File: src/hdl/sgd_pkg.sv
// ----------------------------------------------------------------------------
// sgd_pkg: shared types and constants for the Sobel gradient/direction core
// Holds the image size limits, field widths, register indexes, the queue
// entry that carries one full 3x3 window and the back-end state encoding.
// ----------------------------------------------------------------------------
`default_nettype none

package sgd_pkg;

   localparam int MAX_WIDTH  = 1024;
   localparam int MAX_HEIGHT = 4096;

   localparam int PIX_W   = 8;
   localparam int COL_W   = $clog2(MAX_WIDTH);
   localparam int ROW_W   = $clog2(MAX_HEIGHT);
   localparam int WIDTH_W = COL_W + 1;
   localparam int HEIGHT_W = ROW_W + 1;

   // configuration port
   localparam int CSR_INDEX_W = 2;
   localparam int CSR_DATA_W  = 13;
   localparam logic [CSR_INDEX_W-1:0] REG_IMAGE_WIDTH  = 2'd0;
   localparam logic [CSR_INDEX_W-1:0] REG_IMAGE_HEIGHT = 2'd1;

   localparam logic [WIDTH_W-1:0]  WIDTH_RESET  = WIDTH_W'(640);
   localparam logic [HEIGHT_W-1:0] HEIGHT_RESET = HEIGHT_W'(480);
   localparam logic [WIDTH_W-1:0]  WIDTH_MIN    = WIDTH_W'(3);
   localparam logic [HEIGHT_W-1:0] HEIGHT_MIN   = HEIGHT_W'(3);
   localparam logic [WIDTH_W-1:0]  WIDTH_MAX    = WIDTH_W'(MAX_WIDTH);
   localparam logic [HEIGHT_W-1:0] HEIGHT_MAX   = HEIGHT_W'(MAX_HEIGHT);

   // result packing
   localparam int MAG_W       = 8;
   localparam int DIR_W       = 3;
   localparam int RSP_FIELD_W = MAG_W + DIR_W + COL_W + ROW_W;
   localparam int RSP_TDATA_W = ((RSP_FIELD_W + 7) / 8) * 8;

   // tan(22.5 deg) in Q16
   localparam logic [14:0] TAN22_Q16 = 15'd27146;

   // direction sectors
   localparam logic [DIR_W-1:0] DIR_RIGHT      = 3'd0;
   localparam logic [DIR_W-1:0] DIR_RIGHT_DOWN = 3'd1;
   localparam logic [DIR_W-1:0] DIR_DOWN       = 3'd2;
   localparam logic [DIR_W-1:0] DIR_LEFT_DOWN  = 3'd3;
   localparam logic [DIR_W-1:0] DIR_LEFT       = 3'd4;
   localparam logic [DIR_W-1:0] DIR_LEFT_UP    = 3'd5;
   localparam logic [DIR_W-1:0] DIR_UP         = 3'd6;
   localparam logic [DIR_W-1:0] DIR_RIGHT_UP   = 3'd7;

   localparam int QUEUE_DEPTH = 4;
   localparam int QPTR_W      = $clog2(QUEUE_DEPTH);

   localparam int ROOT_STEPS  = 8;
   localparam int STEP_W      = $clog2(ROOT_STEPS);

   // one full window plus the position of its center
   typedef struct packed {
      logic [8:0][PIX_W-1:0] win;   // row-major, index 0 = top left
      logic [COL_W-1:0]      col;
      logic [ROW_W-1:0]      row;
      logic                  last;
   } win_entry_type;

   typedef enum logic [1:0] {
      BK_IDLE,
      BK_MULT,
      BK_ROOT,
      BK_DONE
   } back_state_type;

endpackage

`default_nettype wire

File: src/hdl/sgd_back.sv
// ----------------------------------------------------------------------------
// sgd_back: gradient, magnitude and direction for one window
// Forms the Sobel sums, squares them, takes an iterative floor square root
// and picks the angle sector, then holds the result in the output register.
// ----------------------------------------------------------------------------
`default_nettype none

module sgd_back (
   input  wire logic                               clock,
   input  wire logic                               reset,
   input  wire sgd_pkg::win_entry_type             q_rdata,
   input  wire logic                               q_valid,
   output logic                                    q_pop,
   output logic                                    rsp_tvalid,
   input  wire logic                               rsp_tready,
   output logic [sgd_pkg::RSP_TDATA_W-1:0]         rsp_tdata,
   output logic                                    rsp_tlast
);
   import sgd_pkg::*;

   back_state_type      state_ff;
   back_state_type      state_in;

   logic signed [10:0]  gx_raw;
   logic signed [10:0]  gy_raw;
   logic signed [10:0]  gx_div;
   logic signed [10:0]  gy_div;
   logic [9:0]          sum_pos_x;
   logic [9:0]          sum_neg_x;
   logic [9:0]          sum_pos_y;
   logic [9:0]          sum_neg_y;

   logic signed [8:0]   gx_ff;
   logic signed [8:0]   gy_ff;
   logic [8:0]          ax_full;
   logic [8:0]          ay_full;
   logic [7:0]          ax;
   logic [7:0]          ay;
   logic [15:0]         sqx;
   logic [15:0]         sqy;
   logic [16:0]         sq_ff;
   logic [22:0]         tx_ff;
   logic [22:0]         ty_ff;

   logic [16:0]         rem_ff;
   logic [16:0]         root_ff;
   logic [16:0]         bit_ff;
   logic [16:0]         trial;
   logic [STEP_W-1:0]   step_ff;
   logic [DIR_W-1:0]    dir_ff;
   logic [DIR_W-1:0]    dir_in;

   logic [COL_W-1:0]    col_ff;
   logic [ROW_W-1:0]    row_ff;
   logic                last_ff;

   logic                out_load;
   logic                rsp_valid_ff;
   logic [MAG_W-1:0]    rsp_mag_ff;
   logic [DIR_W-1:0]    rsp_dir_ff;
   logic [COL_W-1:0]    rsp_col_ff;
   logic [ROW_W-1:0]    rsp_row_ff;
   logic                rsp_last_ff;

   // Sobel sums on the queue head
   always_comb begin
      sum_pos_x = {2'b0, q_rdata.win[2]} + {1'b0, q_rdata.win[5], 1'b0}
                  + {2'b0, q_rdata.win[8]};
      sum_neg_x = {2'b0, q_rdata.win[0]} + {1'b0, q_rdata.win[3], 1'b0}
                  + {2'b0, q_rdata.win[6]};
      sum_pos_y = {2'b0, q_rdata.win[6]} + {1'b0, q_rdata.win[7], 1'b0}
                  + {2'b0, q_rdata.win[8]};
      sum_neg_y = {2'b0, q_rdata.win[0]} + {1'b0, q_rdata.win[1], 1'b0}
                  + {2'b0, q_rdata.win[2]};
      gx_raw = $signed({1'b0, sum_pos_x}) - $signed({1'b0, sum_neg_x});
      gy_raw = $signed({1'b0, sum_pos_y}) - $signed({1'b0, sum_neg_y});
      // divide by four, truncating toward zero
      gx_div = gx_raw[10] ? ((gx_raw + 11'sd3) >>> 2) : (gx_raw >>> 2);
      gy_div = gy_raw[10] ? ((gy_raw + 11'sd3) >>> 2) : (gy_raw >>> 2);
   end

   assign ax_full = gx_ff[8] ? 9'(-gx_ff) : 9'(gx_ff);
   assign ay_full = gy_ff[8] ? 9'(-gy_ff) : 9'(gy_ff);
   assign ax      = ax_full[7:0];
   assign ay      = ay_full[7:0];
   assign sqx     = 16'(ax * ax);
   assign sqy     = 16'(ay * ay);
   assign trial   = root_ff + bit_ff;

   // sector from the exact Q16 tangent tests
   always_comb begin
      priority if ((ax == '0) && (ay == '0)) begin
         dir_in = DIR_RIGHT;
      end else if ({ay, 16'b0} < {1'b0, tx_ff}) begin
         dir_in = (gx_ff > 9'sd0) ? DIR_RIGHT : DIR_LEFT;
      end else if ({ax, 16'b0} < {1'b0, ty_ff}) begin
         dir_in = (gy_ff > 9'sd0) ? DIR_DOWN : DIR_UP;
      end else if (gx_ff > 9'sd0) begin
         dir_in = (gy_ff > 9'sd0) ? DIR_RIGHT_DOWN : DIR_RIGHT_UP;
      end else begin
         dir_in = (gy_ff > 9'sd0) ? DIR_LEFT_DOWN : DIR_LEFT_UP;
      end
   end

   assign out_load = (state_ff == BK_DONE) && (!rsp_valid_ff || rsp_tready);

   always_ff @(posedge clock) begin
      if (reset) begin
         state_ff <= BK_IDLE;
      end else begin
         state_ff <= state_in;
      end
   end

   always_comb begin
      state_in = state_ff;
      q_pop    = 1'b0;
      unique case (state_ff)
         BK_IDLE: begin
            if (q_valid) begin
               q_pop    = 1'b1;
               state_in = BK_MULT;
            end
         end
         BK_MULT: begin
            state_in = BK_ROOT;
         end
         BK_ROOT: begin
            if (step_ff == STEP_W'(ROOT_STEPS - 1)) begin
               state_in = BK_DONE;
            end
         end
         BK_DONE: begin
            if (out_load) begin
               state_in = BK_IDLE;
            end
         end
         default: begin
            state_in = BK_IDLE;
         end
      endcase
   end

   always_ff @(posedge clock) begin
      unique case (state_ff)
         BK_IDLE: begin
            gx_ff   <= gx_div[8:0];
            gy_ff   <= gy_div[8:0];
            col_ff  <= q_rdata.col;
            row_ff  <= q_rdata.row;
            last_ff <= q_rdata.last;
         end
         BK_MULT: begin
            sq_ff   <= {1'b0, sqx} + {1'b0, sqy};
            rem_ff  <= {1'b0, sqx} + {1'b0, sqy};
            tx_ff   <= 23'(TAN22_Q16 * ax);
            ty_ff   <= 23'(TAN22_Q16 * ay);
            root_ff <= '0;
            bit_ff  <= 17'h04000;
            step_ff <= '0;
         end
         BK_ROOT: begin
            if (step_ff == '0) begin
               dir_ff <= dir_in;
            end
            if (rem_ff >= trial) begin
               rem_ff  <= rem_ff - trial;
               root_ff <= (root_ff >> 1) + bit_ff;
            end else begin
               root_ff <= root_ff >> 1;
            end
            bit_ff  <= bit_ff >> 2;
            step_ff <= step_ff + STEP_W'(1);
         end
         BK_DONE: begin
         end
         default: begin
         end
      endcase
   end

   // output register
   always_ff @(posedge clock) begin
      if (reset) begin
         rsp_valid_ff <= 1'b0;
      end else if (out_load) begin
         rsp_valid_ff <= 1'b1;
      end else if (rsp_tready) begin
         rsp_valid_ff <= 1'b0;
      end
   end

   always_ff @(posedge clock) begin
      if (out_load) begin
         rsp_mag_ff  <= sq_ff[16] ? 8'hFF : root_ff[MAG_W-1:0];
         rsp_dir_ff  <= dir_ff;
         rsp_col_ff  <= col_ff;
         rsp_row_ff  <= row_ff;
         rsp_last_ff <= last_ff;
      end
   end

   assign rsp_tvalid = rsp_valid_ff;
   assign rsp_tlast  = rsp_last_ff;
   assign rsp_tdata  = {(RSP_TDATA_W - RSP_FIELD_W)'(0),
                        rsp_row_ff, rsp_col_ff, rsp_dir_ff, rsp_mag_ff};

endmodule

`default_nettype wire
File: config.mk
export PLATFORM = sky130hd
export DESIGN_NAME = sgd_back
export DESIGN_NICKNAME = d
export VERILOG_FILES = /design/src/hdl/sgd_pkg.sv /design/src/hdl/sgd_back.sv
export SDC_FILE = /design/constraint.sdc
export NUM_CORES = 1
export LEC_CHECK = 0
export BUFFER_PORTS_ARGS = -buffer_cell sky130_fd_sc_hd__buf_2
export CORE_MARGIN = 2
export CORE_UTILIZATION = 55
export DETAILED_ROUTE_END_ITERATION = 6
export PLACE_DENSITY = 0.78
export SLEW_MARGIN = 20
export SYNTH_ARGS = -nofsm -noshare
export SYNTH_HDL_FRONTEND = slang
export SYNTH_SLANG_ARGS = --single-unit
File: constraint.sdc
create_clock -name clock -period 7.2 [get_ports clock]
set_input_delay 0.72 -clock clock [delete_from_list [all_inputs] [get_ports clock]]
set_output_delay 0.72 -clock clock [all_outputs]
set_load 0.02 [all_outputs]
==> flow_summary.ini, run 1 <==
[run_status]
status = completed

[logic_synthesis]
async_reset_ff_share_pct = 0
synth_top_flop_cell = edfxtp_1
synth_adder_area_share_pct = 37.3
synth_top_area_share_pct = 29.6
syn_avg_cell_area_um2 = 10.7
synth.distinct_cells = 76
synth_edf_count = 168
synth_area_leaders = edfxtp_1 (30%), ha_1 (19%), fa_1 (18%)
seq_area_frac_synth_pct = 29.9
syn-instance-count = 1588
ys_seq_elements = 171
synth_top_family_by_area = adder cells
netlist_area_um2 = 17100
ys_warn_count = 0
synth_compound_area_share_pct = 10.3
yosys.area_share.xor_xnor_pct = 6.21
synth_area_leader_cell = edfxtp_1
synthMuxAreaShare_pct = 0.484
synthSimpleGateAreaFrac_pct = 9.71

[timing]
fin_hold_ws_ns = 0.416
max_freq_mhz = 142
hold_viol = 0
period_needed_ns = 7.05
worst_slew_pin_slew_ns = 1.00
fin_worst_skew_ns = 0.0105
slew_headroom_pct = 33.0
final.period_utilization_pct = 98.0
setup_viol = 0
drv_slew = 0

[floorplan]
rows = 64
core_area_um2 = 30600
start_util_pct = 55.8
die_h_um = 180
die_area_um2 = 32500
die_w_um = 180
boundaryPins = 142

[hold_path]
hold_path_class = reg2reg

[finish]
layout_common_cells = ha_1 (252), inv_1 (240), edfxtp_1 (168)
drive_above_1_share_pct = 13.6
regArea_um2 = 5100
fin_cells = 2164
diodes = 0
nets = 2269
area_growth_pct = 11.8
fillers = 2375
multi_input_comb_area_um2 = 11100
mostFrequentLayoutCell = ha_1
stdcell_area_um2 = 19100

[place]
place_congestion = 0.921
place_inst = 2126
hpwl_mm = 29.7
place_area_um2 = 18400
portBuffers = 126

[clocking]
htree_levels = 4
cts_root_buf = clkbuf_16
cts.sinks = 171
clock_path_buffers = 2
hold_buffers = 0
numCtsBuffers = 17
insertion_delay_ns = 0.45
cts_tree = built
clkSlewWorstSetupHoldPaths_ns = 0.08

[setup_path]
worstSetupStartpointType = register
crit_path_top_delay_cell = fa_1
arrival_ns = 7.22
r2r_slack_ns = 0.15
timing.rr.start = gx_ff[2]
critPathLaunch = gx_ff[2]
crit_top_cell = fa_1
reg2reg_depth = 24
endpoint = rem_ff[15]
r2r_end = rem_ff[15]
crit_chain = or3_1, nand2_1, xor2_1, inv_2, ha_2, inv_1, fa_1, fa_1, inv_1, fa_1, fa_1, fa_1, inv_1, fa_1, inv_1, ha_1, nor3_1, o211ai_1, a31oi_1, nor2b_1, o21a_1, o41ai_2, mux2i_1, o31ai_1
critical-path-max-stage-delay_ns = 0.56
worstPathRequired_ns = 7.37
crit_type = reg2reg
critPathCaptureType = register
crit_fanout = 5

[job]
drv_cap = 0

[global_route]
grt.total_usage_pct = 23.6
grt_max_degree = 47
grt_pass1_wl_mm = 61.9
grt_pass1_vias = 12900
grt_antenna_before_repair = 0
overflow = 0

[routing]
wirelength_mm = 37.3
drtPass1Iterations = 7
postRouteAntennaNets = 0
num_vias = 12000
wl_per_cell_um = 17.2
via_per_inst = 5.55
drcViolationCount = 0
drtIter0Drc = 757
==> worst min-delay path by stage <==
stage	from	end	slack [ns]	depth (start not counted)
after global placement	row_ff[2]	rsp_row_ff[2]	0.40	0
final	col_ff[9]	rsp_col_ff[9]	0.42	0
after global routing	col_ff[9]	rsp_col_ff[9]	0.42	0
after CTS	col_ff[9]	rsp_col_ff[9]	0.42	0
after detailed placement	col_ff[2]	rsp_col_ff[2]	0.40	0
after floorplan	col_ff[0]	rsp_col_ff[0]	0.40	0
==> synthesized netlist by cell type (4+ instances only) <==
| cell | count |
|---|---|
| nand3_1 | 12 |
| clkbuf_1 | 13 |
| buf_4 | 7 |
| a21o_1 | 26 |
| o21ai_1 | 7 |
| and3_1 | 13 |
| nand2b_1 | 15 |
| nor4_1 | 6 |
| or2_2 | 12 |
| a21oi_1 | 72 |
| o21a_1 | 14 |
| nand2_1 | 73 |
| nand4_1 | 11 |
| a31oi_1 | 16 |
| o211ai_1 | 6 |
| and2_1 | 18 |
| ha_1 | 258 |
| o31ai_1 | 9 |
| mux2i_1 | 6 |
| fa_1 | 157 |
| inv_1 | 241 |
| nor2b_1 | 17 |
| edfxtp_1 | 168 |
| a211oi_1 | 10 |
| or3_1 | 6 |
| xnor2_1 | 87 |
| o21bai_1 | 13 |
| nor3_1 | 23 |
| xor2_1 | 34 |
| o21ai_0 | 44 |
| a21boi_0 | 4 |
| nor2_1 | 120 |
==> metal layers <==
layer  share of wire (%)  GRT usage, %  up-vias  wire length (um)
met5                   0             0        -                 0
met4                 3.4          8.87        0              1270
met3                 3.6          3.19       82              1350
met2                  52          43.1      287             19500
met1                  41          28.3     5860             15200
li1                    -             -     5785                 -
==> registers in the layout, indices dropped and copies added (netlist names), 9 cells and up <==
signal,flops
col_ff,10
gx_ff,9
gy_ff,9
row_ff,12
ty_ff,22
tx_ff,22
root_ff,17
rsp_row_ff,12
rem_ff,17
rsp_col_ff,10
==> cell families after synthesis <==
logic type               after synthesis
other                                  1
buffers and inverters                265
XOR/XNOR                             121
multiplexers                           8
flip-flops                           171
adder cells (fa/ha/maj)              415
AND/OR/NAND/NOR                      343
AO/OA/AOI/OAI                        264
==> critical path: cells and delay by family (launching register included) <==
family / cells / cell delay, ns
buffers and inverters: 5 / 0.36
AOI/OAI and AO/OA: 5 / 0.98
and+or+nand+nor: 4 / 0.87
DFF: 1 / 0.45
xor gates and xnor gates: 1 / 0.30
adders and majority gates: 8 / 3.58
muxes: 1 / 0.24
==> layout make-up <==
class                           instances  share of cell area (%)
Clock buffer                           18                    2.25
Inverter                              243                    4.78
Timing Repair Buffer                  164                    4.80
Multi-Input combinational cell       1158                    58.0
Clock inverter                         14                   0.794
Sequential cell                       171                    26.8
Tap cell                              396                    2.60
==> through the flow <==
stage               setup TNS [ns]  setup WS (ns)  utilization, %
CTS                              0         0.0746            61.9
floorplan                        0          0.104               -
finish                           0          0.145            62.4
global route                -0.143        -0.0829            62.4
detailed placement               0          0.116            60.0
global placement                 0          0.243            60.0
==> what timing repair did <==
| item | in CTS | in global routing |
|---|---|---|
| endpoints found under the hold margin | 0 | 0 |
| endpoints found under the setup margin | 0 | 3 |
| gates resized for setup | 0 | 19 |
| setup buffers | 0 | 6 |
Power of run 1 is not shown: default switching activity piles up to over one toggle a cycle in this logic, so the estimate is an artifact.
==> run 2: changes to the inputs <==
--- a/config.mk
+++ b/config.mk
@@ -10,6 +10,7 @@
 export CORE_UTILIZATION = 55
 export DETAILED_ROUTE_END_ITERATION = 6
 export PLACE_DENSITY = 0.78
+export RECOVER_POWER = 25
 export SLEW_MARGIN = 20
 export SYNTH_ARGS = -nofsm -noshare
 export SYNTH_HDL_FRONTEND = slang
==> flow_summary.ini, run 2 (synthesis gave the netlist of run 1 again) <==
[run_status]
status = completed

[setup_path]
crit_type = reg2reg
worstPathRequired_ns = 7.36
worstSetupStartpointType = register
critPathCaptureType = register
arrival_ns = 7.22
crit_fanout = 5

[finish]
diodes = 0
drive_above_1_share_pct = 13.6
utilization_pct = 62.4
fillers = 2376
mostFrequentLayoutCell = ha_1
regArea_um2 = 5100
area_growth_pct = 11.8
layout_common_cells = ha_1 (252), inv_1 (240), edfxtp_1 (168)
largestRegisters = tx_ff x22, ty_ff x22
nets = 2269
multi_input_comb_area_um2 = 11100

[global_route]
grt.total_usage_pct = 23.6
grt_pass1_vias = 12900
grt_antenna_before_repair = 0
grt_pass1_wl_mm = 61.9
grt_max_degree = 47
overflow = 0

[clocking]
insertion_delay_ns = 0.45
cts.sinks = 171
clkSlewWorstSetupHoldPaths_ns = 0.08
cts_tree = built
clock_path_buffers = 2
numCtsBuffers = 17
htree_levels = 4
cts_root_buf = clkbuf_16

[floorplan]
core_area_um2 = 30600
die_area_um2 = 32500
start_util_pct = 55.8
die_w_um = 180
boundaryPins = 142
rows = 64
die_h_um = 180

[place]
hpwl_mm = 29.7
place_congestion = 0.921
portBuffers = 126

[routing]
drtPass1Iterations = 6
drcViolationCount = 0
via_per_inst = 5.57
drtIter0Drc = 695
num_vias = 12000
postRouteAntennaNets = 0
wl_per_cell_um = 17.2
wirelength_mm = 37.2

[timing]
timing.setup.tns_ns = 0
max_freq_mhz = 142
worst_slew_pin_slew_ns = 1.00
fin_worst_skew_ns = 0.0107
final.period_utilization_pct = 98.0
period_needed_ns = 7.06
drv_slew = 0
slew_headroom_pct = 33.1
hold_viol = 0
setup_viol = 0

[hold_path]
hold_path_class = reg2reg

[job]
drv_cap = 0
==> run 2: repair_timing <==
action / 4_1_cts / 5_1_grt
setup buffers: 0 / 6
endpoints found under the setup margin: 0 / 3
resized for setup: 0 / 19
hold buffers: 0 / 0
==> run 2: metal layers <==
metal | share of wire (%) | vias to the layer above | global-route usage [%]
met3 | 4.0 | 84 | 3.19
li1 | - | 5783 | -
met1 | 40 | 5869 | 28.3
met5 | 0 | - | 0
met2 | 52 | 307 | 43.1
met4 | 3.5 | 0 | 8.87
==> run 2: layout make-up <==
type                    count  area share [%]
flip-flops and latches    171            26.8
inverters                 243            4.78
clock buffers              18            2.25
repair buffers            164            4.80
well taps                 396            2.60
multi-input cells        1158            58.0
clock inverters            14           0.794
==> run 2: final timing paths <==
check	startpoint	endpoint	slack, ns	cells past startpoint
setup / recovery	gx_ff[2]	rem_ff[15]	0.14	24
hold / removal	col_ff[9]	rsp_col_ff[9]	0.42	0
setup reg to reg	gx_ff[2]	rem_ff[15]	0.14	24
hold reg to reg	col_ff[9]	rsp_col_ff[9]	0.42	0
==> run 2: critical path: stages (launching register included) <==
cell,delay (ns)
edfxtp_1,0.45
or3_1,0.47
nand2_1,0.12
xor2_1,0.29
inv_2,0.13
ha_2,0.23
inv_1,0.08
fa_1,0.46
fa_1,0.56
inv_1,0.05
fa_1,0.53
fa_1,0.45
fa_1,0.55
inv_1,0.05
fa_1,0.52
inv_1,0.04
ha_1,0.27
nor3_1,0.19
o211ai_1,0.12
a31oi_1,0.26
nor2b_1,0.09
o21a_1,0.21
o41ai_2,0.31
mux2i_1,0.24
o31ai_1,0.08
==> run 2: per-stage QoR <==
stage	std cells	worst slack (ns)	hold slack (ns)	cell area (um^2)
4_1_cts	2158	0.0746	0.417	18900
3_5_place_dp	2126	0.116	0.405	18400
6_report	2164	0.144	0.415	19100
2_1_floorplan	1594	0.104	0.400	17100
3_3_place_gp	2126	0.243	0.400	18400
5_1_grt	2164	-0.0829	0.416	19100
Power of run 2 is left out for the same reason.
==> run 3: changes to the inputs <==
--- a/config.mk
+++ b/config.mk
@@ -5,7 +5,9 @@
 export SDC_FILE = /design/constraint.sdc
 export NUM_CORES = 1
 export LEC_CHECK = 0
+export ABC_AREA = 1
 export BUFFER_PORTS_ARGS = -buffer_cell sky130_fd_sc_hd__buf_2
+export CAP_MARGIN = 20
 export CORE_MARGIN = 2
 export CORE_UTILIZATION = 55
 export DETAILED_ROUTE_END_ITERATION = 6
==> flow_summary.ini, run 3 <==
[logic_synthesis]
synth_top_area_share_pct = 28.0
synth.distinct_cells = 52
async_reset_ff_share_pct = 0
netlist_area_um2 = 18000
seq_area_frac_synth_pct = 28.3
ys_warn_count = 0
synth_area_leader_cell = edfxtp_1
syn-instance-count = 1979
synth_edf_count = 168
syn_avg_cell_area_um2 = 9.10
synth_common_cells = inv_1 (381), nand2_1 (326), ha_1 (258)
synth_area_leaders = edfxtp_1 (28%), ha_1 (18%), fa_1 (17%)
ys_seq_elements = 171
synth_most_common_cell = inv_1
synth_top_flop_cell = edfxtp_1

[global_route]
grt_max_degree = 47
grt_antenna_before_repair = 0
grt_pass1_wl_mm = 65.8
grt.total_usage_pct = 24.3
overflow = 0
grt_pass1_vias = 13800

[routing]
wl_per_cell_um = 15.4
drtPass1Iterations = 5
num_vias = 13700
wirelength_mm = 39.7
drtIter0Drc = 941
drcViolationCount = 0
via_per_inst = 5.32
postRouteAntennaNets = 0

[timing]
max_freq_mhz = 147
final.period_utilization_pct = 94.6
hold_viol = 0
timing.setup.tns_ns = 0
slew_headroom_pct = -83.6
worst_slew_pin_slew_ns = 2.75
setup_viol = 0
period_needed_ns = 6.81
drv_slew = 88
fin_worst_skew_ns = 0.0151

[finish]
largestRegisters = tx_ff x22, ty_ff x22
layout_common_cells = inv_1 (381), nand2_1 (326), ha_1 (256)
fillers = 2692
mostFrequentLayoutCell = inv_1
nets = 2638
area_growth_pct = 10.2
drive_above_1_share_pct = 9.41
diodes = 0

[place]
place_congestion = 0.929
hpwl_mm = 32.7
portBuffers = 126

[setup_path]
crit_path_top_delay_cell = fa_1
crit_fanout = 6
critPathCaptureType = register
worstPathRequired_ns = 7.42
worstSetupStartpointType = register
crit_type = reg2reg
arrival_ns = 7.02
crit_top_cell = inv_1
critical-path-max-stage-delay_ns = 0.55

[job]
drv_cap = 2

[clocking]
clock_path_buffers = 2
htree_levels = 4
cts.sinks = 171
cts_tree = built
hold_buffers = 0
cts_root_buf = clkbuf_16
insertion_delay_ns = 0.46
numCtsBuffers = 17
clkSlewWorstSetupHoldPaths_ns = 0.09

[hold_path]
hold_path_class = reg2reg

[floorplan]
boundaryPins = 142
core_area_um2 = 32400
start_util_pct = 55.6
rows = 66
die_area_um2 = 34200
die_w_um = 185
die_h_um = 185

[run_status]
violations = max-capacitance violations, max-slew violations
status = finished, violations left
[run 3: cell types whose count changed in the layout (fill, tap and decap cells not counted), sizes merged, moves of 12 or more]
| cell | delta |
|---|---|
| a21o | -19 |
| a21oi | +32 |
| and2 | -14 |
| and3 | -12 |
| buf | -23 |
| inv | +140 |
| nand2 | +256 |
| nand2b | -15 |
| nand3 | +92 |
| nor2 | +24 |
| nor2b | -17 |
| o21ai | +31 |
| xnor2 | -62 |
| xor2 | +32 |
[run 3: repair_timing]
action,CTS,global route
gates resized for setup,0,3
setup buffers,0,0
setup endpoints to repair,0,5
[run 3: logic make-up after synthesis]
logic type	after synthesis	share of synthesized area, %
xor+xnor	91	4.47
buf+inv	409	8.78
flops	171	28.3
other cells	1	0.0208
simple gates	651	15.5
compound gates	241	7.55
fa+ha+maj	415	35.4
[run 3: metal layers]
layer | part of all wire, % | GRT usage (%) | vias to the layer above
li1 | - | - | 6745
met1 | 43 | 30.7 | 6485
met2 | 50 | 42.9 | 401
met3 | 4.1 | 2.81 | 78
met4 | 3.1 | 8.63 | 0
met5 | 0 | 0 | -
[run 3: per-stage QoR]
stage / hold WS (ns) / area (um^2) / setup slack [ns] / util, % / std cells
final: 0.412 / 19800 / 0.392 / 61.3 / 2579
after floorplan: 0.400 / 18000 / 0.488 / - / 1985
after global routing: 0.426 / 19800 / -0.0171 / 61.3 / 2579
after CTS: 0.412 / 19800 / 0.208 / 61.3 / 2578
after detailed placement: 0.405 / 19200 / 0.242 / 59.4 / 2546
after global placement: 0.400 / 19200 / 0.442 / 59.4 / 2546
[run 3: worst max-delay path: cells and delay by family, from the launching register on]
family	cells	cell delay, ns
buffers and inverters	8	0.63
flip-flops	1	0.43
adder cells (fa/ha/maj)	8	3.59
AO/OA/AOI/OAI	4	0.73
AND/OR/NAND/NOR	8	1.19
[run 3: worst paths after layout]
check             slack, ns            end  cells past startpoint  startpoint
setup / recovery       0.39     rem_ff[13]                     28    gy_ff[1]
hold / removal         0.41  rsp_row_ff[5]                      0   row_ff[5]
setup reg to reg       0.39     rem_ff[13]                     28    gy_ff[1]
hold reg to reg        0.41  rsp_row_ff[5]                      0   row_ff[5]
[run 3: cell type report]
class / instances / area [um^2] / share of cell area, %
multi-input cells: 1405 / 11400 / 57.3
clock buffers: 17 / 425 / 2.14
repair buffers: 144 / 771 / 3.89
clock inverters: 15 / 180 / 0.908
inverters: 385 / 1450 / 7.28
well taps: 442 / 553 / 2.79
flip-flops and latches: 171 / 5100 / 25.7
Power of run 3 is left out for the same reason.
