<file path="config.mk">
export PLATFORM = sky130hd
export DESIGN_NAME = sgd_queue
export DESIGN_NICKNAME = d
export VERILOG_FILES = /design/src/hdl/sgd_pkg.sv /design/src/hdl/sgd_queue.sv
export SDC_FILE = /design/constraint.sdc
export NUM_CORES = 1
export LEC_CHECK = 0
export BUFFER_PORTS_ARGS = -buffer_cell sky130_fd_sc_hd__buf_2
export CORE_MARGIN = 5
export CORE_UTILIZATION = 30
export CTS_CLUSTER_SIZE = 8
export DETAILED_ROUTE_END_ITERATION = 16
export HOLD_SLACK_MARGIN = 0.08
export PLACE_DENSITY = 0.55
export SYNTH_ARGS = -nofsm -noshare
export SYNTH_HDL_FRONTEND = slang
export SYNTH_SLANG_ARGS = --single-unit
</file>
<file path="constraint.sdc">
create_clock -name clock -period 5.7 [get_ports clock]
set_clock_uncertainty 0.1 [all_clocks]
set_input_delay 1.71 -clock clock [delete_from_list [all_inputs] [get_ports clock]]
set_output_delay 1.71 -clock clock [all_outputs]
set_load 0.02 [all_outputs]
</file>
<file path="src/hdl/sgd_pkg.sv">
// ----------------------------------------------------------------------------
// sgd_pkg: shared types and constants for the Sobel gradient/direction core
// Holds the image size limits, field widths, register indexes, the queue
// entry that carries one full 3x3 window and the back-end state encoding.
// ----------------------------------------------------------------------------
`default_nettype none

package sgd_pkg;

   localparam int MAX_WIDTH  = 1024;
   localparam int MAX_HEIGHT = 4096;

   localparam int PIX_W   = 8;
   localparam int COL_W   = $clog2(MAX_WIDTH);
   localparam int ROW_W   = $clog2(MAX_HEIGHT);
   localparam int WIDTH_W = COL_W + 1;
   localparam int HEIGHT_W = ROW_W + 1;

   // configuration port
   localparam int CSR_INDEX_W = 2;
   localparam int CSR_DATA_W  = 13;
   localparam logic [CSR_INDEX_W-1:0] REG_IMAGE_WIDTH  = 2'd0;
   localparam logic [CSR_INDEX_W-1:0] REG_IMAGE_HEIGHT = 2'd1;

   localparam logic [WIDTH_W-1:0]  WIDTH_RESET  = WIDTH_W'(640);
   localparam logic [HEIGHT_W-1:0] HEIGHT_RESET = HEIGHT_W'(480);
   localparam logic [WIDTH_W-1:0]  WIDTH_MIN    = WIDTH_W'(3);
   localparam logic [HEIGHT_W-1:0] HEIGHT_MIN   = HEIGHT_W'(3);
   localparam logic [WIDTH_W-1:0]  WIDTH_MAX    = WIDTH_W'(MAX_WIDTH);
   localparam logic [HEIGHT_W-1:0] HEIGHT_MAX   = HEIGHT_W'(MAX_HEIGHT);

   // result packing
   localparam int MAG_W       = 8;
   localparam int DIR_W       = 3;
   localparam int RSP_FIELD_W = MAG_W + DIR_W + COL_W + ROW_W;
   localparam int RSP_TDATA_W = ((RSP_FIELD_W + 7) / 8) * 8;

   // tan(22.5 deg) in Q16
   localparam logic [14:0] TAN22_Q16 = 15'd27146;

   // direction sectors
   localparam logic [DIR_W-1:0] DIR_RIGHT      = 3'd0;
   localparam logic [DIR_W-1:0] DIR_RIGHT_DOWN = 3'd1;
   localparam logic [DIR_W-1:0] DIR_DOWN       = 3'd2;
   localparam logic [DIR_W-1:0] DIR_LEFT_DOWN  = 3'd3;
   localparam logic [DIR_W-1:0] DIR_LEFT       = 3'd4;
   localparam logic [DIR_W-1:0] DIR_LEFT_UP    = 3'd5;
   localparam logic [DIR_W-1:0] DIR_UP         = 3'd6;
   localparam logic [DIR_W-1:0] DIR_RIGHT_UP   = 3'd7;

   localparam int QUEUE_DEPTH = 4;
   localparam int QPTR_W      = $clog2(QUEUE_DEPTH);

   localparam int ROOT_STEPS  = 8;
   localparam int STEP_W      = $clog2(ROOT_STEPS);

   // one full window plus the position of its center
   typedef struct packed {
      logic [8:0][PIX_W-1:0] win;   // row-major, index 0 = top left
      logic [COL_W-1:0]      col;
      logic [ROW_W-1:0]      row;
      logic                  last;
   } win_entry_type;

   typedef enum logic [1:0] {
      BK_IDLE,
      BK_MULT,
      BK_ROOT,
      BK_DONE
   } back_state_type;

endpackage

`default_nettype wire

</file>
<file path="src/hdl/sgd_queue.sv">
// ----------------------------------------------------------------------------
// sgd_queue: short window queue between front and back
// Register-based FIFO; head entry is visible while valid.
// ----------------------------------------------------------------------------
`default_nettype none

module sgd_queue (
   input  wire logic                    clock,
   input  wire logic                    reset,
   input  wire logic                    push,
   input  wire sgd_pkg::win_entry_type  wdata,
   output logic                         full,
   input  wire logic                    pop,
   output sgd_pkg::win_entry_type       rdata,
   output logic                         valid
);
   import sgd_pkg::*;

   win_entry_type       store_ff [QUEUE_DEPTH];
   logic [QPTR_W-1:0]   wr_ptr_ff;
   logic [QPTR_W-1:0]   rd_ptr_ff;
   logic [QPTR_W:0]     count_ff;
   logic                do_push;
   logic                do_pop;

   assign full    = (count_ff == (QPTR_W+1)'(QUEUE_DEPTH));
   assign valid   = (count_ff != '0);
   assign do_push = push && !full;
   assign do_pop  = pop && valid;
   assign rdata   = store_ff[rd_ptr_ff];

   always_ff @(posedge clock) begin
      if (reset) begin
         wr_ptr_ff <= '0;
         rd_ptr_ff <= '0;
         count_ff  <= '0;
      end else begin
         if (do_push) begin
            wr_ptr_ff <= wr_ptr_ff + QPTR_W'(1);
         end
         if (do_pop) begin
            rd_ptr_ff <= rd_ptr_ff + QPTR_W'(1);
         end
         if (do_push && !do_pop) begin
            count_ff <= count_ff + (QPTR_W+1)'(1);
         end else if (do_pop && !do_push) begin
            count_ff <= count_ff - (QPTR_W+1)'(1);
         end
      end
   end

   always_ff @(posedge clock) begin
      if (do_push) begin
         store_ff[wr_ptr_ff] <= wdata;
      end
   end

endmodule

`default_nettype wire

</file>
==> results.txt, run 1 <==
After floorplanning, the core was divided into 79 placement rows. The run gives 13800 µm as the sum of met2 wire segment lengths after detailed routing. The total iterations of the first detailed-routing run came out at 4.

The logs give 0 for the max-slew violation count and 0.0468 mm² for the area of the core. Averaged over all synthesized cells, the footprint is 26.1 µm². The run gives 386 as the initial detailed-routing violation count. Summed over all cells, the static leakage comes to 5.76 nW. For this configuration, the core starts out at a cell density of 30.4%.

In the final design database the tool counted 888 nets. The number of fillers in the final layout is 4235. CTS placed an instance of clkbuf_16 at the clock tree root. After detailed routing, the average wire length per cell comes to 20.7 µm. Hold repair after CTS inserted 0 buffers. For this run, the share of the core covered by cells in the final layout is 37.2%. The tools report the sequential fraction of the synthesis area as 81.6%. Setup violations remaining at the end of the flow were counted as 0. The tools report the number of different library cells in the post-synthesis netlist as 21. The post-synthesis net count was 650. Dividing the final minimum period by the clock period gives 78.2%.

Port buffering added 195 buffers. Critical setup path kind: reg -> out. The tools report the wire length on met1 as 12500 µm. Data arrives at the worst endpoint at 2.65 ns.

The via count of the first global-routing pass was 6970. The clock passes through at most 3 buffers. In this run, synthesis inferred 380 flip-flops with an integrated enable.

The logs give 29100 µm for the detailed-route wire length and 0 for the final hold violation count. CTS saw 389 sinks. The tools report the number of levels the H-tree was split into as 2. In this run the worst hold path is classified as reg -> reg. The vertical die dimension was 228 µm. Most frequently used flop master after synthesis: edfxtp_1.

The congestion estimate from routability-driven global placement came to 0.681. In this run the worst path has a maximum fanout of 53. The via count is 6440. The tools report the number of antenna violations at the first check in global routing as 4. The run gives 0 as the count of instances resized after the clock tree is built. After synthesis the netlist holds a flip-flop and latch count of 389.

In this run the horizontal extent of the chip is 228 µm. Dividing the detail-routed via count by the number of cells gives 4.58. For the pin with the worst max-slew slack, the measured transition is 0.862 ns. The area of the die was 0.0518 mm².

After clock tree synthesis, the clock-pin slew on the worst setup and hold paths is 0.05 ns. The number of nets still failing antenna checks after routing is 0. Synthesized instance count: 545.

TritonCTS built the clock tree. The number of buffers inserted during clock tree synthesis is 55, and the yosys synthesis warning count is 0. The maximum number of pins on one net before global-route repair is 54, and the area added between synthesis and finish is 22.5%.

For the remaining design rule violation count, the log shows 0. Max-cap check violation count: 0. The total power divided by cell area is 480 mW/mm². Of all flip-flops after synthesis, the portion carrying an async set or reset was 0%. IR analysis of the VDD net gives a maximum drop of 0.000258 V. The run finished with clean final reports.

Wire segments on met3 add up to 2060 µm in the final route. At the worst endpoint, the required time is 3.89 ns. The worst setup path is captured at an output pin. The remaining max-slew budget at the tightest pin is 42.6%, and the total congestion overflow is 0.

Setup total negative slack on the finished layout was measured at 0 ns. Setup repair after global routing left no endpoint under its margin. For the area of the mapped netlist, the log shows 0.0142 mm².

The post-CTS repair timing setup buffer count was 0; the final HPWL from detailed placement was 17100 µm. Top metal layer carrying routed signals: met5. The maximum clock rate is 224 MHz. Worst hold slack after final layout: 0.420 ns.

The later-pin clock latency in the skew report is 0.57 ns, and the post-route minimum period is 4.46 ns. For the wire length of the first global-routing pass, the log shows 43200 µm. Top-level port count: 196. For this run, the total global-route usage over all layers was measured as 11.1%. The post-route netlist has 45.4% of its cells at a drive strength greater than 1.

The tools report the startpoint kind of the worst setup timing path as a flip-flop.
## worst paths after layout
path	cells past startpoint	slack, ns	to	startpoint
worst min register to register	2	0.42	wr_ptr_ff[1]	wr_ptr_ff[1]
worst max register to register	4	3.09	store_ff[2][55]	count_ff[0]
worst max-delay path	3	1.24	rdata[6]	flip-flop
worst min-delay path	2	0.42	wr_ptr_ff[1]	wr_ptr_ff[1]
## per-stage QoR
| step | cells | setup slack (ns) | power [W] | cell area, µm² |
|---|---|---|---|---|
| finish | 1407 | 1.24 | 0.00836 | 17400 |
| CTS | 1406 | 1.10 | 0.00854 | 17400 |
| global route | 1406 | 1.00 | 0.00876 | 17400 |
| floorplan | 545 | 0.886 | 0.00499 | 14200 |
| detailed placement | 1333 | 1.73 | 0.00559 | 15900 |
| global placement | 1333 | 1.72 | 0.00558 | 15900 |
## worst max-delay path, stage by stage, from the launching register on
cell     delay (ns)
dfxtp_4        0.74
buf_12         0.46
mux4_2         0.58
buf_2          0.18
## cells in the mapped netlist (all sizes together) (2+ instances only)
cell    number  area [µm²]
a21oi        2        10.0
clkbuf       5        18.8
o21ai        2        10.0
ha           5        62.6
nand2b       2        12.5
buf         18         186
edfxtp     380       11400
mux2i        2        20.0
dfxtp        9         180
nor2         6        22.5
inv          4        15.0
or3          3        18.8
mux4        95        2140
and2         4        25.0
xor2         4        35.0
## flip-flops by register name, summed over array words and instances, names as in the netlist, named ones only
name / cells
count_ff: 3
rd_ptr_ff: 2
store_ff: 380
wr_ptr_ff: 2
## report_power, final
| part | total [W] | leakage (nW) | internal, W | switching, W |
|---|---|---|---|---|
| Combinational | 0.00188 | 1.47 | 0.000800 | 0.00108 |
| Clock | 0.00289 | 0.735 | 0.00181 | 0.00108 |
| Sequential | 0.00359 | 3.56 | 0.00345 | 0.000146 |
| Total | 0.00836 | 5.76 | 0.00606 | 0.00230 |
## final cells by class
cell class | count | area, µm² | area share [%]
Timing Repair Buffer | 204 | 1110 | 6.36
Antenna cell | 1 | 2.50 | 0.0144
Inverter | 4 | 15.0 | 0.0863
Clock inverter | 3 | 37.5 | 0.216
Clock buffer | 70 | 1480 | 8.48
Multi-Input combinational cell | 129 | 2410 | 13.8
Sequential cell | 389 | 11600 | 66.6
Tap cell | 607 | 759 | 4.36
## metal layers
layer	global-route usage, %	up-vias
li1	-	2810
met1	15.1	3371
met5	0	-
met4	3.92	6
met3	3.34	63
met2	17.1	190
## placed cells by master (no fill, tap or decap), drive strengths merged
cell	count
a21oi	2
and2	4
buf	204
bufinv	1
clkbuf	70
clkinv	2
dfxtp	9
diode	1
edfxtp	380
fa	1
ha	5
inv	4
mux2i	2
mux4	95
nand2b	2
nor2	6
nor3b	1
o21ai	2
o311ai	1
o31ai	1
or3	3
xor2	4
## cells by family after synthesis
family	share of synthesized area [%]
multiplexers	15.2
adder cells (fa/ha/maj)	0.581
AO/OA/AOI/OAI	0.255
flip-flops	81.6
AND/OR/NAND/NOR	0.607
XOR/XNOR	0.246
buffers and inverters	1.55
No activity file was read; power rests on OpenSTA's default activity.
==> inputs of run 2 (changes only) <==
--- a/config.mk
+++ b/config.mk
@@ -11,7 +11,7 @@
 export CTS_CLUSTER_SIZE = 8
 export DETAILED_ROUTE_END_ITERATION = 16
 export HOLD_SLACK_MARGIN = 0.08
-export PLACE_DENSITY = 0.55
+export PLACE_DENSITY = 0.57
 export SYNTH_ARGS = -nofsm -noshare
 export SYNTH_HDL_FRONTEND = slang
 export SYNTH_SLANG_ARGS = --single-unit
==> constraint.sdc (replaced) <==
create_clock -name clock -period 3.9 [get_ports clock]
set_clock_uncertainty 0.1 [all_clocks]
set_input_delay 1.17 -clock clock [delete_from_list [all_inputs] [get_ports clock]]
set_output_delay 1.17 -clock clock [all_outputs]
set_load 0.02 [all_outputs]
==> run 2 against run 1 <==
Flip-flop and latch count stayed put. Critical endpoint is now rdata[46]. Hold slack better by 0.0020 ns. Sequential share of layout area is 0.68 points lower. Die area stayed put.
==> results.txt, run 2 (synthesis results as in run 1) <==
The combined buffer and inverter count along the critical path is 2 (unchanged), and the initial detailed-routing violation count is 307 (was 386). Leading cell types in the layout, fill and taps excluded: edfxtp_1 (380), buf_2 (195), mux4_2 (95) (unchanged). Vertical die dimension: 228 µm (unchanged). The logs give 14000 µm (was 13800 µm) for the sum of met2 wire segment lengths after detailed routing and 43500 µm (was 43200 µm) for the wire length of the first global-routing pass. Number of failing setup endpoints in the final timing report: 0 (unchanged).

Series of cell instances along the critical path: buf_12 > mux4_2 > buf_2 (unchanged). The run gives 389 (unchanged) as the total number of clock tree sinks. Startpoint kind of the worst setup timing path: a flip-flop (unchanged). The share of the clock period used by the worst path is 90.8%, and the sequential power share is 42.2% (was 43.0%). The x dimension of the die came out at 228 µm (unchanged). Critical-path cell with the highest stage delay: mux4_2 (was dfxtp_4). The post-detailed-route wirelength per cell was 20.7 µm (about the same). Critical setup path kind: reg -> out (unchanged). The worst hold slack after final layout is 0.422 ns (was 0.420 ns), and the leakage component of the power is 5.85 nW (was 5.76 nW). The total congestion overflow was 0 (unchanged); the number of antenna violations at the first check in global routing was 5 (was 4).

The depth of the worst hold-timing path was 2 (unchanged); the number of fillers in the final layout was 4205 (was 4235). Via count: 6482 (was 6440). The area occupied by registers was 0.0116 mm² (unchanged); the switching share of total power was 27.4% (was 27.5%). The remaining max-slew budget at the tightest pin is 62.2% (was 42.6%), and the area added between synthesis and finish is 23.7% (was 22.5%). The cell family with the largest share of critical-path delay is multiplexers (was flip-flops).

The worst vdd rail ir drop is 0.000367 V (was 0.000258 V). The run gives 34.5% (was 34.6%) as the clock share of power. The slew at the pin closest to its max-slew limit came out at 0.567 ns (was 0.862 ns).

The tools report the detailed route wirelength on metal3 as 2100 µm (was 2060 µm). The wire length on met1 came out at 12400 µm (was 12500 µm). The register clock-pin slew on the reported worst setup and hold paths works out to 0.05 ns (about the same). The number of nets still failing antenna checks after routing was 0 (unchanged); the max-cap check violation count was 0 (unchanged). The final weighted congestion in routability-driven placement came out at 0.687 (was 0.681). Setup repair after global routing left no endpoint under its margin. The tools report the setup total negative slack as 0 ns (unchanged). For the total non-filler cell area in the finished layout, the log shows 0.0176 mm² (was 0.0174 mm²). The tools report the number of levels the H-tree was split into as 2 (unchanged).

Largest registers: store_ff x380, count_ff x3 (unchanged). The tools report the count of instances resized after the clock tree is built as 0 (unchanged). The combinational share of power came out at 23.3% (was 22.5%). The run gives 29300 µm (was 29100 µm) as the detailed-route wire length. The placed standard-cell area is 0.0161 mm² (was 0.0159 mm²), and the flip-flop count of the largest register after layout is 380 (unchanged).

The run gives 4 (unchanged) as the total iterations of the first detailed-routing run. The max-slew violation count was 0 (unchanged). Cell count of the worst reg-to-reg path: 8 (was 4). For the later-pin clock latency in the skew report, the log shows 0.57 ns (about the same). The root buffer cell is clkbuf_16 (unchanged). Area of the core: 0.0468 mm² (unchanged). Kind of capture point of the worst setup path: an output pin (unchanged). The worst stage delay on the critical path was 0.58 ns (was 0.74 ns). The tools report the switching power as 0.00338 W (was 0.00230 W). The placement row count was 79 (unchanged); the total global-route track usage was 11.2% (was 11.1%).

The maximum buffer depth of the clock tree came out at 3 (unchanged). The area of the die came out at 0.0518 mm² (unchanged). The total of buffers placed on input and output ports is 195 (unchanged), and the number of stages on the worst setup path is 3 (unchanged). The mean number of vias per cell was 4.58 (about the same); the final hold violation count was 0 (unchanged).

Total power divided by cell area: 700 mW/mm² (was 480 mW/mm²). The final HPWL from detailed placement was 17800 µm (was 17100 µm). Data arrival time at the worst-slack endpoint: 2.27 ns (was 2.65 ns).

The type of the most critical hold path was reg -> reg (unchanged). The logs give 898 (was 888) for the number of nets in the final layout and 0.0123 W (was 0.00836 W) for the sum of internal, switching and leakage power. The logs give 55 (unchanged) for the number of buffers inserted during clock tree synthesis and 0.00892 W (was 0.00606 W) for the internal portion of total power. The tools report the top-level port count as 196 (unchanged). The flow ran to the end, and the final reports show no timing, DRC or antenna violations. The most common cell after layout, fill and taps aside was edfxtp_1 (unchanged). TritonCTS built the clock tree.

Remaining design rule violation count: 0 (unchanged). Area used by multi-input combinational logic: 0.00241 mm² (unchanged). The tools report the effective utilization at floorplan as 30.4% (unchanged).

The register name with the most flops was store_ff (unchanged). The maximum number of pins on one net before global-route repair is 64 (was 54). The run gives 0 (unchanged) as the hold-fix buffer count after cts.

Critical-path maximum fanout: 37 (was 53). Top metal layer carrying routed signals: met5 (unchanged). The post-CTS repair timing setup buffer count was 0 (unchanged); the post-route minimum period was 3.54 ns. For the via count of the first global-routing pass, the log shows 7146 (was 6970). The data required time of the worst path is 2.63 ns (was 3.89 ns), and the fraction of layout cells with a size suffix above 1 is 46.5% (was 45.4%).

The maximum clock rate was 282 MHz.
## run 2: cell types whose count changed in the layout (fill, tap and decap cells not counted), sizes merged
| cell | before | now |
|---|---|---|
| clkinv | 2 | 1 |
| buf | 204 | 214 |
| clkbuf | 70 | 69 |
## run 2: tightest hold or removal path: stages, from the launching register on
cell,delay [ns]
dfxtp_1,0.33
o21ai_0,0.08
a21oi_1,0.06
## run 2: worst paths after layout
check / end / from / slack (ns)
worst min-delay path: count_ff[2] / count_ff[2] / 0.42
worst max register to register: count_ff[2] / count_ff[0] / 1.50
worst max-delay path: rdata[46] / flip-flop / 0.36
worst min register to register: count_ff[2] / count_ff[2] / 0.42
## run 2: layout make-up
| type | count | area share, % |
|---|---|---|
| clock buffer | 69 | 8.43 |
| clock inverter | 2 | 0.199 |
| antenna | 1 | 0.0142 |
| multi-input combinational | 129 | 13.7 |
| sequential | 389 | 66.0 |
| timing repair buffer | 214 | 7.29 |
| inverter | 4 | 0.0854 |
| tap | 607 | 4.32 |
## run 2: power groups by stage
stage          clock (W)  sequential (W)  combinational, W
6_report         0.00424         0.00519           0.00287
5_1_grt          0.00459         0.00523           0.00310
4_1_cts          0.00441         0.00520           0.00298
3_5_place_dp           0         0.00528           0.00297
3_3_place_gp           0         0.00526           0.00296
2_1_floorplan          0         0.00519           0.00209
## run 2: per-stage QoR
step	instances	utilization, %	worst slack [ns]
floorplan	545	-	0.667
global placement	1343	34.4	0.756
CTS	1414	37.6	0.283
global route	1414	37.6	0.220
detailed placement	1343	34.4	0.739
finish	1415	37.6	0.360
## run 2: routing by layer
metal	vias up	global-route usage [%]
met4	6	4.03
met2	184	17.7
met1	3400	14.6
li1	2828	-
met5	-	0
met3	64	3.81
==> inputs of run 3 (changes only) <==
--- a/config.mk
+++ b/config.mk
@@ -8,6 +8,7 @@
 export BUFFER_PORTS_ARGS = -buffer_cell sky130_fd_sc_hd__buf_2
 export CORE_MARGIN = 5
 export CORE_UTILIZATION = 30
+export CTS_BUF_LIST = sky130_fd_sc_hd__clkbuf_8
 export CTS_CLUSTER_SIZE = 8
 export DETAILED_ROUTE_END_ITERATION = 16
 export HOLD_SLACK_MARGIN = 0.08
==> run 3 against run 2 <==
Combinational power about the same. Sequential power about the same. Sequential share of layout area up 0.65 points. Register-to-register slack worse by 0.03 ns. Wire length up 0.38%. Utilization down 0.37 points. Non-clock buffer count unchanged. Critical path type unchanged.
==> results.txt, run 3 (synthesis results as in run 1) <==
The data required time of the worst path came out at 2.63 ns (about the same). Critical setup path kind: reg -> out (unchanged). The final weighted congestion in routability-driven placement is 0.687 (unchanged), and the x dimension of the die is 228 µm (unchanged). The logs give 12400 µm (about the same) for the wire length on met1 and 0.00241 mm² (unchanged) for the area used by multi-input combinational logic. The via count of the first global-routing pass came out at 7255 (was 7146).

The setup total negative slack is 0 ns (unchanged), and the post-detailed-route wirelength per cell is 20.0 µm (was 20.7 µm). The flip-flop count of the largest register after layout was 380 (unchanged). The logs give 1343 (unchanged) for the cell count after placement and 0.0161 mm² (unchanged) for the placed standard-cell area.

For the remaining design rule violation count, the log shows 0 (unchanged). Switching share of total power: 29.1% (was 27.4%). The logs give 0.61 ns (was 0.57 ns) for the later-pin clock latency in the skew report and 0.000375 V (was 0.000367 V) for the worst vdd rail ir drop. The run gives 61.5% (was 62.2%) as the remaining max-slew budget at the tightest pin.

The startpoint kind of the worst setup timing path was a flip-flop (unchanged). Top metal layer carrying routed signals: met5 (unchanged). Setup repair after global routing left no endpoint under its margin. Number of buffers inserted during clock tree synthesis: 71 (was 55). Internal portion of total power: 0.00830 W (was 0.00892 W). The total of buffers placed on input and output ports was 195 (unchanged); the initial detailed-routing violation count was 323 (was 307). Via count: 6590 (was 6482).

The logs give 4277 (was 4205) for the number of fillers in the final layout and 0.0468 mm² (unchanged) for the area of the core. Max-cap check violation count: 0 (unchanged). Register clock-pin slew on the reported worst setup and hold paths: 0.06 ns (was 0.05 ns).

The tools report the placement row count as 79 (unchanged). For the switching power, the log shows 0.00341 W (was 0.00338 W). The maximum clock rate is 281 MHz (was 282 MHz).

For the post-CTS repair timing setup buffer count, the log shows 0 (unchanged). The tools report the root buffer cell as clkbuf_8 (was clkbuf_16). The run gives 24.5% (was 23.3%) as the combinational share of power.

The register name with the most flops was store_ff (unchanged). Final instance count without filler cells: 1467 (was 1415). TritonCTS built the clock tree. The tools report the total iterations of the first detailed-routing run as 4 (unchanged). The mean number of vias per cell is 4.49 (was 4.58). The tools report the number of failing setup endpoints in the final timing report as 0 (unchanged).

The end of the worst register-to-register path was count_ff[2] (unchanged). Clock share of power: 31.2% (was 34.5%). Leading cell types in the layout, fill and taps excluded: edfxtp_1 (380), buf_2 (195), mux4_2 (95) (unchanged). Count of instances resized after the clock tree is built: 0 (unchanged).

The run gives 17800 µm (unchanged) as the final HPWL from detailed placement. The run gives 43600 µm (was 43500 µm) as the wire length of the first global-routing pass. The post-route minimum period was 3.56 ns (was 3.54 ns). The sequential power share came out at 44.3% (was 42.2%). The flow ran to the end, and the final reports show no timing, DRC or antenna violations. The slew at the pin closest to its max-slew limit was 0.577 ns (was 0.567 ns). Number of levels the H-tree was split into: 3 (was 2).

The destination of the critical timing path is rdata[46] (unchanged). The number of nets still failing antenna checks after routing came out at 0 (unchanged). The area added between synthesis and finish works out to 22.5% (was 23.7%).

The tools report the kind of capture point of the worst setup path as an output pin (unchanged). The total power divided by cell area was 672 mW/mm² (was 700 mW/mm²). The top-level port count came out at 196 (unchanged). Max-slew violation count: 0 (unchanged). The most common cell after layout, fill and taps aside is edfxtp_1 (unchanged). The logs give 14100 µm (was 14000 µm) for the sum of met2 wire segment lengths after detailed routing and 0 (unchanged) for the final hold violation count. The critical-path maximum fanout is 37 (unchanged), and the data arrival time at the worst-slack endpoint is 2.29 ns (was 2.27 ns). The detailed route wirelength on metal3 is 2330 µm (was 2100 µm).

The maximum number of pins on one net before global-route repair was 64 (unchanged); the share of the clock period used by the worst path was 91.2% (was 90.8%). The run gives 0.0116 mm² (unchanged) as the area occupied by registers. The fraction of layout cells with a size suffix above 1 was 47.4% (was 46.5%). For the area of the die, the log shows 0.0518 mm² (unchanged). The tools report the hold-fix buffer count after cts as 0 (unchanged).

The detailed-route wire length is 29400 µm (was 29300 µm). The worst setup slack after layout is 0.343 ns (was 0.360 ns), and the flop-to-flop setup slack is 1.47 ns (was 1.50 ns). The run gives 0.739 ns (unchanged) as the worst-case setup slack after placement. The origin of the critical flop-to-flop path was count_ff[0] (unchanged). Type of the most critical hold path: reg -> reg (unchanged). The total number of clock tree sinks was 389 (unchanged). For the total congestion overflow, the log shows 0 (unchanged).

Number of antenna violations at the first check in global routing: 5 (unchanged). The maximum buffer depth of the clock tree is 3 (unchanged). The vertical die dimension came out at 228 µm (unchanged). The effective utilization at floorplan is 30.4% (unchanged), and the leakage component of the power is 5.86 nW (was 5.85 nW). The total global-route track usage was 11.3% (was 11.2%). The total non-filler cell area in the finished layout was 0.0174 mm² (was 0.0176 mm²). Largest registers: store_ff x380, count_ff x3 (unchanged). The cell count of the worst reg-to-reg path is 8 (unchanged). The run gives 914 (was 898) as the number of nets in the final layout.
run 3: per-layer routing:
metal	GRT usage, %	vias up
met1	14.3	3451
met3	4.44	51
met5	0	-
met4	4.44	6
li1	-	2890
met2	17.7	192
run 3: final cells by class:
cell class	instances	area share, %
clock buffer	75	5.93
tap	607	4.36
multi-input combinational	129	13.8
inverter	4	0.0862
clock inverter	48	1.80
antenna	1	0.0144
sequential	389	66.6
timing repair buffer	214	7.36
run 3: power by group through the flow:
stage / clock network (W) / logic [W] / registers [W]
after global routing: 0.00403 / 0.00310 / 0.00522
after floorplan: 0 / 0.00209 / 0.00519
final: 0.00365 / 0.00287 / 0.00518
after CTS: 0.00383 / 0.00298 / 0.00519
after detailed placement: 0 / 0.00297 / 0.00528
after global placement: 0 / 0.00296 / 0.00526
run 3: worst min path at each step:
stage	slack, ns	start	depth (start not counted)	end
floorplan	0.38	wr_ptr_ff[1]	2	wr_ptr_ff[1]
global placement	0.40	rd_ptr_ff[1]	2	flip-flop
detailed placement	0.42	count_ff[2]	2	count_ff[2]
CTS	0.43	wr_ptr_ff[1]	2	wr_ptr_ff[1]
global route	0.47	rd_ptr_ff[1]	2	rd_ptr_ff[1]
finish	0.43	wr_ptr_ff[1]	2	wr_ptr_ff[1]
run 3: per-stage QoR:
stage | hold slack (ns) | util, % | power (W)
after floorplan | 0.382 | - | 0.00728
after global placement | 0.402 | 34.4 | 0.00822
after detailed placement | 0.416 | 34.4 | 0.00825
after CTS | 0.434 | 37.2 | 0.0120
after global routing | 0.466 | 37.2 | 0.0124
final | 0.429 | 37.2 | 0.0117
run 3: worst max-delay path: stages, from the launching register on:
cell	delay (ns)
dfxtp_4	0.53
buf_12	0.32
mux4_2	0.58
buf_2	0.18
